**src/rtl/core/pal_pkg.sv**
```systemverilog
// Shared types and constants for the positional array list.
// Holds the transaction structs, code enums and the microcode ROM.
// No dependencies; every other file of the block uses it.
package pal_pkg;

  // Transaction payloads
  typedef struct packed {
    logic [1:0]  action;
    logic [4:0]  position;
    logic [31:0] entry_value;
  } in_item_t;

  typedef struct packed {
    logic [1:0]  status;
    logic [31:0] read_value;
    logic [4:0]  length;
  } out_item_t;

  // Action and status codes
  typedef enum logic [1:0] {
    ACT_INSERT = 2'd0,
    ACT_GET    = 2'd1,
    ACT_DELETE = 2'd2,
    ACT_CLEAR  = 2'd3
  } action_t;

  typedef enum logic [1:0] {
    ST_OK    = 2'd0,
    ST_NULL  = 2'd1,
    ST_FULL  = 2'd2,
    ST_RANGE = 2'd3
  } status_t;

  // Configuration register map
  localparam logic [4:0] CAPACITY_RESET = 5'd16;
  localparam logic       REG_CAPACITY   = 1'b0;  // word select bit of paddr

  // Microcode fields
  typedef enum logic [1:0] {RD_NONE, RD_PREV, RD_NEXT, RD_POS} rd_sel_t;
  typedef enum logic [1:0] {WR_NONE, WR_MOVE, WR_VALUE} wr_sel_t;
  typedef enum logic [2:0] {IDX_HOLD, IDX_COUNT, IDX_POS, IDX_INC, IDX_DEC} idx_op_t;
  typedef enum logic [1:0] {CNT_HOLD, CNT_INC, CNT_DEC, CNT_CLEAR} cnt_op_t;
  typedef enum logic [2:0] {
    JMP_NEXT,        // fall through
    JMP_ALWAYS,      // go to target
    JMP_IDX_AT_POS,  // go to target when index reached position
    JMP_SHIFT_DONE,  // go to target when no entry is left to pull down
    JMP_FINISH       // present result and stop
  } jmp_t;

  typedef logic [3:0] upc_t;

  typedef struct packed {
    rd_sel_t rd;
    wr_sel_t wr;
    idx_op_t idx;
    cnt_op_t cnt;
    jmp_t    jmp;
    upc_t    target;
  } ctrl_word_t;

  // Program addresses
  localparam upc_t UPC_FINISH   = 4'd0;
  localparam upc_t UPC_INS_INIT = 4'd1;
  localparam upc_t UPC_INS_TEST = 4'd2;
  localparam upc_t UPC_INS_MOVE = 4'd3;
  localparam upc_t UPC_INS_PUT  = 4'd4;
  localparam upc_t UPC_GET      = 4'd5;
  localparam upc_t UPC_DEL_INIT = 4'd6;
  localparam upc_t UPC_DEL_TEST = 4'd7;
  localparam upc_t UPC_DEL_MOVE = 4'd8;
  localparam upc_t UPC_DEL_END  = 4'd9;
  localparam upc_t UPC_CLEAR    = 4'd10;

  localparam ctrl_word_t CW_NOP = '{
    rd: RD_NONE, wr: WR_NONE, idx: IDX_HOLD, cnt: CNT_HOLD,
    jmp: JMP_NEXT, target: UPC_FINISH
  };

  // Sequencer <-> datapath handshakes
  typedef struct packed {
    logic       accept;  // transaction taken this cycle
    logic       finish;  // last step, result goes out
    ctrl_word_t cw;
  } seq_ctl_t;

  typedef struct packed {
    logic start_err;   // incoming transaction fails its checks
    logic idx_at_pos;  // insert shift reached the target slot
    logic shift_done;  // delete shift reached the last entry
  } dp_flags_t;

  // Microcode ROM
  function automatic ctrl_word_t ucode_rom(input upc_t addr);
    ctrl_word_t cw;
    cw = CW_NOP;
    case (addr)
      UPC_FINISH: begin
        cw.jmp = JMP_FINISH;
      end
      UPC_INS_INIT: begin
        cw.idx = IDX_COUNT;
      end
      UPC_INS_TEST: begin
        cw.rd     = RD_PREV;
        cw.jmp    = JMP_IDX_AT_POS;
        cw.target = UPC_INS_PUT;
      end
      UPC_INS_MOVE: begin
        cw.wr     = WR_MOVE;
        cw.idx    = IDX_DEC;
        cw.jmp    = JMP_ALWAYS;
        cw.target = UPC_INS_TEST;
      end
      UPC_INS_PUT: begin
        cw.wr     = WR_VALUE;
        cw.cnt    = CNT_INC;
        cw.jmp    = JMP_ALWAYS;
        cw.target = UPC_FINISH;
      end
      UPC_GET: begin
        cw.rd     = RD_POS;
        cw.jmp    = JMP_ALWAYS;
        cw.target = UPC_FINISH;
      end
      UPC_DEL_INIT: begin
        cw.idx = IDX_POS;
      end
      UPC_DEL_TEST: begin
        cw.rd     = RD_NEXT;
        cw.jmp    = JMP_SHIFT_DONE;
        cw.target = UPC_DEL_END;
      end
      UPC_DEL_MOVE: begin
        cw.wr     = WR_MOVE;
        cw.idx    = IDX_INC;
        cw.jmp    = JMP_ALWAYS;
        cw.target = UPC_DEL_TEST;
      end
      UPC_DEL_END: begin
        cw.cnt    = CNT_DEC;
        cw.jmp    = JMP_ALWAYS;
        cw.target = UPC_FINISH;
      end
      UPC_CLEAR: begin
        cw.cnt    = CNT_CLEAR;
        cw.jmp    = JMP_ALWAYS;
        cw.target = UPC_FINISH;
      end
      default: begin
        cw.jmp = JMP_FINISH;
      end
    endcase
    return cw;
  endfunction

  // Program entry for an accepted transaction
  function automatic upc_t entry_point(input logic [1:0] action, input logic err);
    upc_t pc;
    pc = UPC_FINISH;
    if (!err) begin
      case (action)
        ACT_INSERT: pc = UPC_INS_INIT;
        ACT_GET:    pc = UPC_GET;
        ACT_DELETE: pc = UPC_DEL_INIT;
        ACT_CLEAR:  pc = UPC_CLEAR;
        default:    pc = UPC_FINISH;
      endcase
    end
    return pc;
  endfunction

endpackage

```
**src/rtl/core/positional_array_list.sv**
```systemverilog
// Positional array list: insert/get/delete/clear on an ordered list of entries.
// The shift moves entries one at a time, each read in a test step and written in a
// move step of the microcode, through the memory's read and write ports; busy stays
// high until the result strobe, one item at a time.
// Synchronous active-low reset empties the list and sets capacity to 16; no clearing pass.
module positional_array_list #(
  parameter int DEPTH      = 16,
  parameter int DATA_WIDTH = 32
) (
  input  logic               clk,
  input  logic               rst_n,
  // command channel
  input  logic               start,
  output logic               busy,
  input  pal_pkg::in_item_t  in_item,
  // result channel
  output logic               out_valid,
  output pal_pkg::out_item_t out_item,
  // configuration
  input  logic               psel,
  input  logic               penable,
  input  logic               pwrite,
  input  logic [2:0]         paddr,
  input  logic [31:0]        pwdata,
  output logic [31:0]        prdata,
  output logic               pready
);

  pal_pkg::seq_ctl_t  ctl;
  pal_pkg::dp_flags_t flags;
  logic [4:0]         capacity_r;

  // Capacity register
  always_ff @(posedge clk) begin
    if (!rst_n) begin
      capacity_r <= pal_pkg::CAPACITY_RESET;
    end else if (psel && penable && pwrite && (paddr[2] == pal_pkg::REG_CAPACITY)) begin
      capacity_r <= pwdata[4:0];
    end
  end

  assign pready = 1'b1;
  assign prdata = (paddr[2] == pal_pkg::REG_CAPACITY) ? {27'd0, capacity_r} : 32'd0;

  pal_sequencer u_seq (
    .clk       (clk),
    .rst_n     (rst_n),
    .start     (start),
    .in_action (in_item.action),
    .flags     (flags),
    .busy      (busy),
    .ctl       (ctl)
  );

  pal_datapath #(
    .DEPTH      (DEPTH),
    .DATA_WIDTH (DATA_WIDTH)
  ) u_dp (
    .clk       (clk),
    .rst_n     (rst_n),
    .in_item   (in_item),
    .capacity  (capacity_r),
    .ctl       (ctl),
    .flags     (flags),
    .out_valid (out_valid),
    .out_item  (out_item)
  );

endmodule

```
**src/rtl/core/pal_sequencer.sv**
```systemverilog
// Microcode sequencer: step counter, ROM lookup and jump logic.
// Depends on pal_pkg for the control word, ROM and flag structs.
module pal_sequencer (
  input  logic                clk,
  input  logic                rst_n,
  input  logic                start,
  input  logic [1:0]          in_action,
  input  pal_pkg::dp_flags_t  flags,
  output logic                busy,
  output pal_pkg::seq_ctl_t   ctl
);

  logic              busy_r, busy_nxt;
  pal_pkg::upc_t     upc_r, upc_nxt;
  pal_pkg::ctrl_word_t cw;
  logic              accept;

  assign accept = start && !busy_r;
  assign cw     = busy_r ? pal_pkg::ucode_rom(upc_r) : pal_pkg::CW_NOP;

  // Next step selection
  always_comb begin
    busy_nxt = busy_r;
    upc_nxt  = upc_r;
    if (accept) begin
      busy_nxt = 1'b1;
      upc_nxt  = pal_pkg::entry_point(in_action, flags.start_err);
    end else if (busy_r) begin
      case (cw.jmp)
        pal_pkg::JMP_NEXT:       upc_nxt = upc_r + 4'd1;
        pal_pkg::JMP_ALWAYS:     upc_nxt = cw.target;
        pal_pkg::JMP_IDX_AT_POS: upc_nxt = flags.idx_at_pos ? cw.target : upc_r + 4'd1;
        pal_pkg::JMP_SHIFT_DONE: upc_nxt = flags.shift_done ? cw.target : upc_r + 4'd1;
        pal_pkg::JMP_FINISH: begin
          busy_nxt = 1'b0;
          upc_nxt  = pal_pkg::UPC_FINISH;
        end
        default: begin
          busy_nxt = 1'b0;
          upc_nxt  = pal_pkg::UPC_FINISH;
        end
      endcase
    end
  end

  always_ff @(posedge clk) begin
    if (!rst_n) begin
      busy_r <= 1'b0;
      upc_r  <= pal_pkg::UPC_FINISH;
    end else begin
      busy_r <= busy_nxt;
      upc_r  <= upc_nxt;
    end
  end

  assign busy       = busy_r;
  assign ctl.accept = accept;
  assign ctl.finish = busy_r && (cw.jmp == pal_pkg::JMP_FINISH);
  assign ctl.cw     = cw;

endmodule

```
**src/rtl/core/pal_datapath.sv**
```systemverilog
// Datapath: entry memory, length count, shift index and result register.
// Driven by the control word of pal_sequencer; depends on pal_pkg.
module pal_datapath #(
  parameter int DEPTH      = 16,
  parameter int DATA_WIDTH = 32
) (
  input  logic                clk,
  input  logic                rst_n,
  input  pal_pkg::in_item_t   in_item,
  input  logic [4:0]          capacity,
  input  pal_pkg::seq_ctl_t   ctl,
  output pal_pkg::dp_flags_t  flags,
  output logic                out_valid,
  output pal_pkg::out_item_t  out_item
);

  localparam int AW = (DEPTH > 1) ? $clog2(DEPTH) : 1;
  localparam int CW = $clog2(DEPTH + 1);
  localparam int KW = (CW > 5) ? CW : 5;  // compare width for count vs 5-bit fields

  // Entry memory
  logic [DATA_WIDTH-1:0] mem [DEPTH];
  logic [DATA_WIDTH-1:0] rdata_r;

  // Per-transaction state
  logic [CW-1:0]         count_r, count_nxt;
  logic [CW-1:0]         idx_r, idx_nxt;
  logic [CW-1:0]         pos_r;
  logic [1:0]            act_r;
  pal_pkg::status_t      status_r;
  logic [DATA_WIDTH-1:0] val_r;

  logic                  out_valid_r;
  pal_pkg::out_item_t    out_item_r;

  // Input resize to storage width
  logic [63:0]           in_wide;
  logic [DATA_WIDTH-1:0] in_data;
  logic [63:0]           rd_wide;

  assign in_wide = 64'(in_item.entry_value);
  assign in_data = in_wide[DATA_WIDTH-1:0];
  assign rd_wide = 64'(rdata_r);

  // Admission checks on the incoming transaction
  logic [KW-1:0]    cnt_k, pos_k, cap_k, depth_k, eff_cap_k, pos_clamp_k;
  pal_pkg::status_t chk_status;

  assign cnt_k       = KW'(count_r);
  assign pos_k       = KW'(in_item.position);
  assign cap_k       = KW'(capacity);
  assign depth_k     = KW'(DEPTH);
  assign eff_cap_k   = (cap_k > depth_k) ? depth_k : cap_k;
  assign pos_clamp_k = (pos_k > cnt_k) ? cnt_k : pos_k;

  always_comb begin
    chk_status = pal_pkg::ST_OK;
    case (in_item.action)
      pal_pkg::ACT_INSERT: begin
        if (in_data == '0)
          chk_status = pal_pkg::ST_NULL;
        else if (cnt_k >= eff_cap_k)
          chk_status = pal_pkg::ST_FULL;
      end
      pal_pkg::ACT_GET, pal_pkg::ACT_DELETE: begin
        if (pos_k >= cnt_k)
          chk_status = pal_pkg::ST_RANGE;
      end
      default: chk_status = pal_pkg::ST_OK;
    endcase
  end

  // Loop condition flags
  logic idx_at_pos, shift_done;
  assign idx_at_pos = (idx_r == pos_r);
  assign shift_done = ({1'b0, idx_r} + {{CW{1'b0}}, 1'b1}) >= {1'b0, count_r};

  assign flags.start_err  = (chk_status != pal_pkg::ST_OK);
  assign flags.idx_at_pos = idx_at_pos;
  assign flags.shift_done = shift_done;

  // Memory read address and enable
  logic [CW-1:0] raddr_c;
  logic          rd_en;
  always_comb begin
    raddr_c = pos_r;
    rd_en   = 1'b0;
    case (ctl.cw.rd)
      pal_pkg::RD_PREV: begin
        raddr_c = idx_r - {{(CW-1){1'b0}}, 1'b1};
        rd_en   = !idx_at_pos;
      end
      pal_pkg::RD_NEXT: begin
        raddr_c = idx_r + {{(CW-1){1'b0}}, 1'b1};
        rd_en   = !shift_done;
      end
      pal_pkg::RD_POS: begin
        raddr_c = pos_r;
        rd_en   = 1'b1;
      end
      default: begin
        raddr_c = pos_r;
        rd_en   = 1'b0;
      end
    endcase
  end

  // Memory write data and enable
  logic                  wr_en;
  logic [DATA_WIDTH-1:0] wdata;
  assign wr_en = (ctl.cw.wr != pal_pkg::WR_NONE);
  assign wdata = (ctl.cw.wr == pal_pkg::WR_VALUE) ? val_r : rdata_r;

  always_ff @(posedge clk) begin
    if (wr_en)
      mem[idx_r[AW-1:0]] <= wdata;
    if (rd_en)
      rdata_r <= mem[raddr_c[AW-1:0]];
  end

  // Index and count updates
  always_comb begin
    case (ctl.cw.idx)
      pal_pkg::IDX_COUNT: idx_nxt = count_r;
      pal_pkg::IDX_POS:   idx_nxt = pos_r;
      pal_pkg::IDX_INC:   idx_nxt = idx_r + {{(CW-1){1'b0}}, 1'b1};
      pal_pkg::IDX_DEC:   idx_nxt = idx_r - {{(CW-1){1'b0}}, 1'b1};
      default:            idx_nxt = idx_r;
    endcase
    case (ctl.cw.cnt)
      pal_pkg::CNT_INC:   count_nxt = count_r + {{(CW-1){1'b0}}, 1'b1};
      pal_pkg::CNT_DEC:   count_nxt = count_r - {{(CW-1){1'b0}}, 1'b1};
      pal_pkg::CNT_CLEAR: count_nxt = '0;
      default:            count_nxt = count_r;
    endcase
  end

  always_ff @(posedge clk) begin
    if (!rst_n)
      count_r <= '0;
    else
      count_r <= count_nxt;
  end

  // Transaction capture; position clamped so insert past end appends
  always_ff @(posedge clk) begin
    idx_r <= idx_nxt;
    if (ctl.accept) begin
      act_r    <= in_item.action;
      pos_r    <= CW'(pos_clamp_k);
      val_r    <= in_data;
      status_r <= chk_status;
    end
  end

  // Result register, one-cycle strobe
  always_ff @(posedge clk) begin
    if (!rst_n) begin
      out_valid_r <= 1'b0;
    end else begin
      out_valid_r <= ctl.finish;
    end
    if (ctl.finish) begin
      out_item_r.status     <= status_r;
      out_item_r.read_value <= (act_r == pal_pkg::ACT_GET && status_r == pal_pkg::ST_OK)
                               ? rd_wide[31:0] : 32'd0;
      out_item_r.length     <= cnt_k[4:0];
    end
  end

  assign out_valid = out_valid_r;
  assign out_item  = out_item_r;

endmodule

```
**config.mk**
```make
export PLATFORM = sky130hd
export DESIGN_NAME = positional_array_list
export DESIGN_NICKNAME = d
export VERILOG_FILES = /design/src/rtl/core/pal_pkg.sv /design/src/rtl/core/positional_array_list.sv /design/src/rtl/core/pal_sequencer.sv /design/src/rtl/core/pal_datapath.sv
export SDC_FILE = /design/constraint.sdc
export NUM_CORES = 1
export LEC_CHECK = 0
export BUFFER_PORTS_ARGS = -buffer_cell sky130_fd_sc_hd__buf_2
export CORE_ASPECT_RATIO = 0.6
export CORE_MARGIN = 2
export CORE_UTILIZATION = 62
export CTS_CLUSTER_DIAMETER = 200
export DETAILED_ROUTE_END_ITERATION = 10
export GPL_ROUTABILITY_DRIVEN = 0
export PLACE_DENSITY_LB_ADDON = 0.15
export SLEW_MARGIN = 15
export SYNTH_ARGS = -nofsm -noshare
export SYNTH_HDL_FRONTEND = slang
export SYNTH_HIERARCHICAL = 1
export SYNTH_SLANG_ARGS = --single-unit
```
**constraint.sdc**
```tcl
create_clock -name clk -period 5.9 [get_ports clk]
set_input_delay 0.59 -clock clk [delete_from_list [all_inputs] [get_ports clk]]
set_output_delay 0.59 -clock clk [all_outputs]
set_load 0.02 [all_outputs]
```
* Yosys cells after proc, flatten, opt, wreduce, memory -nomap -nowiden
Memory sizes are Yosys's and may differ from the RTL's. A register that Yosys moved wholly into a read port is not among the register bits.
Index checks and enable logic that the tools add are counted.
** Word-level totals
- Register bits :: 101
- Memory bits (writable) :: 512
- Bits of input ports :: 80
- Logic and storage cells :: 110
- Memories kept :: 1
** Memory list
- u_dp.mem :: words 16, bits a word 32, read ports 1, clocked after memory_dff 1, write ports 1, line pal_datapath.sv:22 : logic [DATA_WIDTH-1:0] mem [DEPTH];
** Cells by class
- $add $sub $neg :: 6
- Order comparisons :: 5
- Equality and inequality tests :: 30
- Mux-type cells :: 31
- Bitwise operators :: 1
- Reductions and logical operators :: 23
** Operators with widths (number)
- $pmux W4 S4 :: 3
- $logic_not A32 Y1 :: 1
- $mux W32 :: 1
- $pmux W3 S4 :: 2
- $mux W4 :: 5
- $pmux W5 S4 :: 1
- $eq A4 B3 Y1 const B :: 4
- $mux W16 :: 1
- $mux W5 :: 3
- $pmux W5 S3 :: 1
- $eq A2 B2 Y1 const B :: 7
- $eq A3 B2 Y1 const B :: 4
- $eq A4 B4 Y1 const B :: 3
- $pmux W2 S3 :: 2
- $add A5 B1 Y5 const B :: 2
- $ge A5 B5 Y1 :: 2
- $sub A5 B1 Y5 const B :: 2
- $eq A2 B1 Y1 const B :: 4
- $eq A4 B2 Y1 const B :: 2
- $pmux W2 S2 :: 2
- $pmux W4 S2 :: 1
- $add A5 B1 Y6 const B :: 1
- $eq A3 B1 Y1 const B :: 2
- $eq A3 B3 Y1 const B :: 2
- 20 further kinds :: 38

* Logic depth before layout (Yosys ltp)
Gate-level depths: netlist of run 1.
- Depth after elaboration :: 9
- Depth in mapped cells :: 18
- Gate-level depth less buffers :: 14

* By module
The synthesis of run 1 kept the hierarchy.
** By module, submodules not included
- pal_datapath :: instances 1, cells an instance 1795, area an instance 29146.7 um^2, seq. area each 19008.2 um^2
- pal_sequencer :: instances 1, cells an instance 113, area an instance 840.8 um^2, seq. area each 100.1 um^2
- positional_array_list :: instances 1, cells an instance 58, area an instance 479.2 um^2, seq. area each 100.1 um^2

* Worst setup path after synthesis of run 1
No wires, ideal clock.
- Kind :: register -> register
- From :: reg u_seq.upc_r[0]
- To :: mem u_dp.mem[0][0] (enable)
- Arrival time :: 3621 ps
- Data required time :: 5439 ps
- Setup slack :: 1818 ps
- Stages on the path, launching flop included :: 7
- Path buffers :: 0
- Period minus slack after synthesis :: 4082 ps
- Path through :: dfxtp_1 -> inv_1 -> ha_1 -> nand2_1 -> a21oi_1 -> o21ai_0 -> nor3_1
** RTL lines
- from (decl) :: line pal_sequencer.sv:14 : pal_pkg::upc_t upc_r, upc_nxt;
- from (signal assigned) :: line pal_sequencer.sv:49 : upc_r <= pal_pkg::UPC_FINISH;
- from (signal assigned) :: line pal_sequencer.sv:52 : upc_r <= upc_nxt;
- to (decl) :: line pal_datapath.sv:22

==> results of run 1 <==
registers in the layout, summed over array words and instances (netlist names):
signal          cells
u_dp/rdata_r       32
u_dp/status_r       2
u_dp/out_item      39
u_dp/mem          512
capacity_r          5
u_dp/out_valid      1
u_dp/pos_r          5
u_seq/busy          1
u_dp/val_r         32
u_seq/upc_r         4
u_dp/idx_r          5
u_dp/cnt_k          5
u_dp/act_r          2
stage by stage:
stage,util (%),worst slack (ns)
2_1_floorplan,-,1.85
3_3_place_gp,65.5,1.19
3_5_place_dp,65.5,1.09
4_1_cts,69.4,1.04
5_1_grt,69.4,0.711
6_report,69.4,1.06
where the power goes:
part           internal (mW)  leakage [nW]  total, mW  switching [mW]
registers               5.03          5.81       5.06          0.0306
logic                  0.305          4.49      0.719           0.414
clock network           2.04         0.896       3.70            1.67
routing by layer:
metal  global-route usage [%]  vias to the layer above  wire length [um]  share of wire, %
met1                     46.8                     9545             31600                40
met4                     9.94                        0              2560               3.2
met2                     48.1                     1264             35700                45
li1                         -                     7875                 -                 -
met5                        0                        -                 0                 0
met3                     6.57                      209              9570                12
worst paths after layout:
kind | start | end | slack [ns]
worst min register to register | u_dp/status_r[1]$_DFFE_PP_ | u_dp/out_item[38]$_DFFE_PP_ | 0.49
worst min-delay path | in_item[28] | u_dp/val_r[28]$_DFFE_PP_ | 0.18
worst max-delay path | u_seq/upc_r[0]$_SDFFE_PN0P_ | u_dp/rdata_r[24]$_DFFE_PP_ | 1.06
worst max register to register | u_seq/upc_r[0]$_SDFFE_PN0P_ | u_dp/rdata_r[24]$_DFFE_PP_ | 1.06
final cells by class:
type                            instances  share of cell area, %
Multi-Input combinational cell       1147                   31.6
Timing Repair Buffer                  144                   2.70
Sequential cell                       645                   57.5
Tap cell                              640                   2.40
Inverter                               24                  0.270
Clock buffer                           63                   4.33
Clock inverter                         43                   1.19
placed cells by master, fill, tap and decap left out, types with 7 or more instances in the layout:
cell type,instances
a21o_1,8
a21oi_1,28
a221oi_1,7
a221oi_2,26
a22o_1,31
a22oi_1,71
a31oi_1,67
and2_1,35
and3_1,62
buf_2,96
buf_4,43
clkbuf_16,57
clkinv_1,15
clkinv_2,14
conb_1,28
dfxtp_1,16
edfxtp_1,629
ha_1,33
inv_1,24
mux2_2,40
mux2i_1,23
mux4_2,185
nand2_1,280
nand2b_1,16
nand3_1,35
nor2_1,23
nor2_4,18
nor2b_1,8
nor3_1,8
nor4_1,7
o21ai_0,19
xnor2_1,9
xor2_1,7
worst max-delay path, delay by kind of cell (launching register included):
family	cells	cell delay (ns)
AO/OA/AOI/OAI	3	1.24
adder cells (fa/ha/maj)	2	0.81
buffers and inverters	3	0.68
flip-flops	1	0.39
multiplexers	2	0.69
AND/OR/NAND/NOR	3	0.67
==> impl_results.md, run 1 <==
- Status: completed
- Syn Area/Cell: 15.5 sq um
- DRC viols: 0
- Vias: 18900
- Vias in the first global route: 18500
- Max Clk Rate: about 210 MHz
- Total CTS buffers: 56
- First-pass GRT wire length: 119 mm
- Reg2Reg Depth: 13
- RSZ-0062 raised after global routing: false
- TritonCTS clock tree: yes
- Initial antenna violation count: 2
- # setup viols final: 0
- Gate Count Post-Synth: 1961
- Final Cycle Share: between 80% and 90%
- Synth warnings: 6
- Die Span Y: roughly 180 um
- Initial Util: 63.2%
- Pre-Repair DR Iteration Count: 8
- Wire per inst: roughly 29 um
- Total GRT Usage: 31.6%
- DP Cell Count: 2600
- Fin. Hold Viols: 0
- Post-CTS Hold Buffers: 0
- Class of the worst hold path: in -> reg
- Maximum fanout along the worst path: 60
- Critical Path AT: roughly 5.2 ns
- Slew Viols, Final: 0
- Setup bufs post-CTS: 0
- Worst hold slack: 0.180 ns
- Setup TNS Final: 0 ns
- N_diodes: 0
- Routed WL: 79.4 mm
- Leak: 11.2 nW
- DR vias/cell: 6.98
- I/O pin count: about 150
- Max transition margin: about 17%
- Full die area: 0.0509 sq mm
- Post_cts resized: 0
- Cell area after placement: 0.0316 sq mm
- CTS Buffer Depth: 3
- Final min period: 4.84 ns
- Fin Clk Skew: 0.0164 ns
- Total core area: 0.0482 sq mm
- Fraction of layout cells with a size suffix above 1: approximately 26%
- Design Area, Final: between 0.03 and 0.04 sq mm
- CP Capture Type: flop
- Post-Layout Cell Count: 2706
- Crit path largest cell delay: a little under 0.8 ns
- Maximum capacitance violations: 0
- Clock transition at path regs: 0.07 ns
- Mapped Area: about 0.030 sq mm
- Post-route ant nets: 0
- Worst vdd ir: roughly 0.00028 V
- Overall power: between 9 and 10 mW
- Crit Path Class: reg -> reg
- Nets@finish: 2132
- Site Rows: 62
- Filler Cell Count: 3036
- CP max-delay cell: o22a_4
- H-tree depth: 2
- Pwr/cell area: 284 mW/mm^2
- Area Growth Syn to Fin: 9.80%
- IO buf count: 96
- Die W: about 290 um
- Clk_lat worst skew: 0.61 ns
- Gr ovfl total: 0
- 1st-iter DRT viols: 2686
- Hold depth: 1
- Area of the multi-input gates: ~0.011 sq mm
- Critical Path RT: about 6.3 ns
- Startpoint types: flop
- CP cell instances: inv_1, ha_1, mux2i_1, nor2_1, inv_1, ha_1, nor2_1, o22a_4, buf_12, mux4_2, a22o_1, a221oi_2, nand3_1
- Worst-margin pin slew: 1.24 ns
- Reg area: 0.0192 sq mm
- Largest net degree at the start of global routing: roughly 130
- Dpl hpwl: 44.9 mm
- Root Driver: clkbuf_16
- Clock sink total: ~650
Power figures use the tool's default switching activity.
==> run 2: changes to the inputs <==
- CORE_UTILIZATION: 62 -> 56
- clock period: 5.9 -> 4.38 ns (I/O delays scaled with it)
==> run 2 against run 1 <==
  * Hold slack worse by 0.15 ns
  * Non-clock buffer count up 48
  * Core utilization down 5.8 points
  * Clock skew up 0.021 ns
  * Cell count up 4.7%
  * Register-to-register slack worse by 0.71 ns
==> impl_results.md, run 2 (same netlist as run 1, synthesis figures left out) <==
- Status: completed
- Startpoint types: flop
- Most common cell after layout, fill and taps aside: edfxtp_1
- Area Growth Syn to Fin: 12.6%
- Total CTS buffers: 59
- DR vias/cell: 6.62
- Pwr/cell area: a little under 400 mW/mm^2
- Vias in the first global route: 18200
- Clock transition at path regs: 0.06 ns
- Final min period: 4.04 ns
- I/O pin count: around 150
- H-tree depth: 2
- Net Sw Power: 2.94 mW
- Setup TNS Final: 0 ns
- RSZ-0062 raised after global routing: false
- Dpl hpwl: 44.2 mm
- N_diodes: 0
- Crit Path Class: reg -> reg
- Fin Clk Skew: roughly 0.037 ns
- Clk pwr share: 40.6%
- Worst vdd ir: 0.000405 V
- Routed WL: 79.1 mm
- Post_cts resized: 0
- Largest net degree at the start of global routing: between 80 and 90
- Gr ovfl total: 0
- Fin. Hold Viols: 0
- Internal power: approximately 10 mW
- Post-route ant nets: 0
- Switching Fraction: between 20 and 25%
- Pre-Repair DR Iteration Count: 5
- Sequential power share: 51.8%
- Filler Cell Count: 3825
- Critical Path AT: between 4 and 5 ns
- Total core area: 0.0539 sq mm
- DRC viols: 0
- # setup viols final: 0
- Initial antenna violation count: 0
- Max transition margin: 23.5%
- Area of the multi-input gates: 0.0106 sq mm
- Die Span Y: around 180 um
- Max Clk Rate: 248 MHz
- Comb pwr share: between 7 and 8%
- CTS Buffer Depth: 3
- CP Capture Type: flop
- Max reg flops: 512
- Worst-margin pin slew: 1.14 ns
- 1st-iter DRT viols: around 2200
- Slew Viols, Final: 0
- Final Cycle Share: a little over 90%
- Clock sink total: 645
- Die W: about 300 um
- Wire per inst: 27.9 um
- TritonCTS clock tree: yes
- Leak: around 12 nW
- Cell area after placement: ~0.032 sq mm
- Maximum fanout along the worst path: 47
- Maximum capacitance violations: 0
- Clk_lat worst skew: roughly 0.64 ns
- Reg area: 0.0192 sq mm
- Most frequent cells in the layout: edfxtp_1, nand2_1, mux4_2
- Nets@finish: 2183
- Total GRT Usage: between 20% and 30%
- IO buf count: 96
- Full die area: 0.0563 sq mm
- Critical Path RT: 4.74 ns
- Class of the worst hold path: in -> reg
- First-pass GRT wire length: 117 mm
- Fraction of layout cells with a size suffix above 1: 26.5%
- Design Area, Final: 0.0343 sq mm
- Root Driver: clkbuf_16
- Vias: 18700
- Initial Util: 56.5%
- Site Rows: 66
- Setup bufs post-CTS: 0
run 2: cell count changes in the layout (fill, tap and decap cells not counted), moves of 3 or more:
cell	previous run	this run
bufinv_16	6	9
clkbuf_1	6	10
inv_6	0	3
buf_12	5	21
clkinv_1	15	9
dlygate4sd3_1	0	22
buf_4	43	53
run 2: cell type report:
class	count	area share, %
flip-flops and latches	645	56.1
multi-input cells	1147	30.8
repair buffers	192	4.43
clock buffers	69	4.42
well taps	714	2.61
clock inverters	42	1.38
inverters	24	0.263
run 2: final timing paths:
path	from	to	slack, ns	depth (start not counted)
setup / recovery	u_seq/upc_r[0]$_SDFFE_PN0P_	u_dp/rdata_r[15]$_DFFE_PP_	0.34	12
hold / removal	in_item[1]	u_dp/val_r[1]$_DFFE_PP_	0.03	1
setup reg to reg	u_seq/upc_r[0]$_SDFFE_PN0P_	u_dp/rdata_r[15]$_DFFE_PP_	0.34	12
hold reg to reg	capacity_r[1]$_SDFFE_PN0P_	capacity_r[1]$_SDFFE_PN0P_	0.48	2
run 2: metrics by stage:
step | setup slack (ns) | power, mW | instances | hold WS (ns) | utilization (%)
2_1_floorplan | 0.333 | 7.67 | 1987 | 0.428 | -
3_3_place_gp | 0.485 | 7.92 | 2700 | 0.454 | 59.4
3_5_place_dp | 0.338 | 7.94 | 2700 | 0.466 | 59.4
4_1_cts | 0.352 | 13.3 | 2833 | 0.000275 | 63.5
5_1_grt | 0.107 | 13.6 | 2833 | 0.0134 | 63.5
6_report | 0.343 | 13.2 | 2833 | 0.0282 | 63.5
run 2: worst max-delay path, stage by stage, from the launching register on:
cell,delay [ns]
dfxtp_1,0.49
ha_1,0.33
mux2i_1,0.11
nor2_1,0.20
inv_1,0.09
ha_1,0.48
nand2b_1,0.23
o22a_4,0.37
buf_12,0.35
mux4_2,0.55
a22o_1,0.25
a221oi_2,0.18
nand3_1,0.11
run 2: what timing repair did:
action / CTS / global route
endpoints found under the hold margin: 22 / 0
setup endpoints to repair: 0 / 0
hold buffers: 22 / 0
run 2: metal layers:
metal,vias to the layer above,routed length (um),global-route usage [%]
met5,-,0,0
met4,0,1610,7.31
met3,127,7590,4.33
met2,996,36300,43.6
met1,9655,33600,42.9
li1,7966,-,-
run 2: power groups by stage:
stage          logic [mW]  clock network, mW  registers (mW)
3_3_place_gp        0.964                  0            6.96
3_5_place_dp        0.981                  0            6.96
2_1_floorplan       0.706                  0            6.97
4_1_cts              1.00               5.44            6.82
6_report             1.00               5.35            6.82
5_1_grt              1.07               5.68            6.82
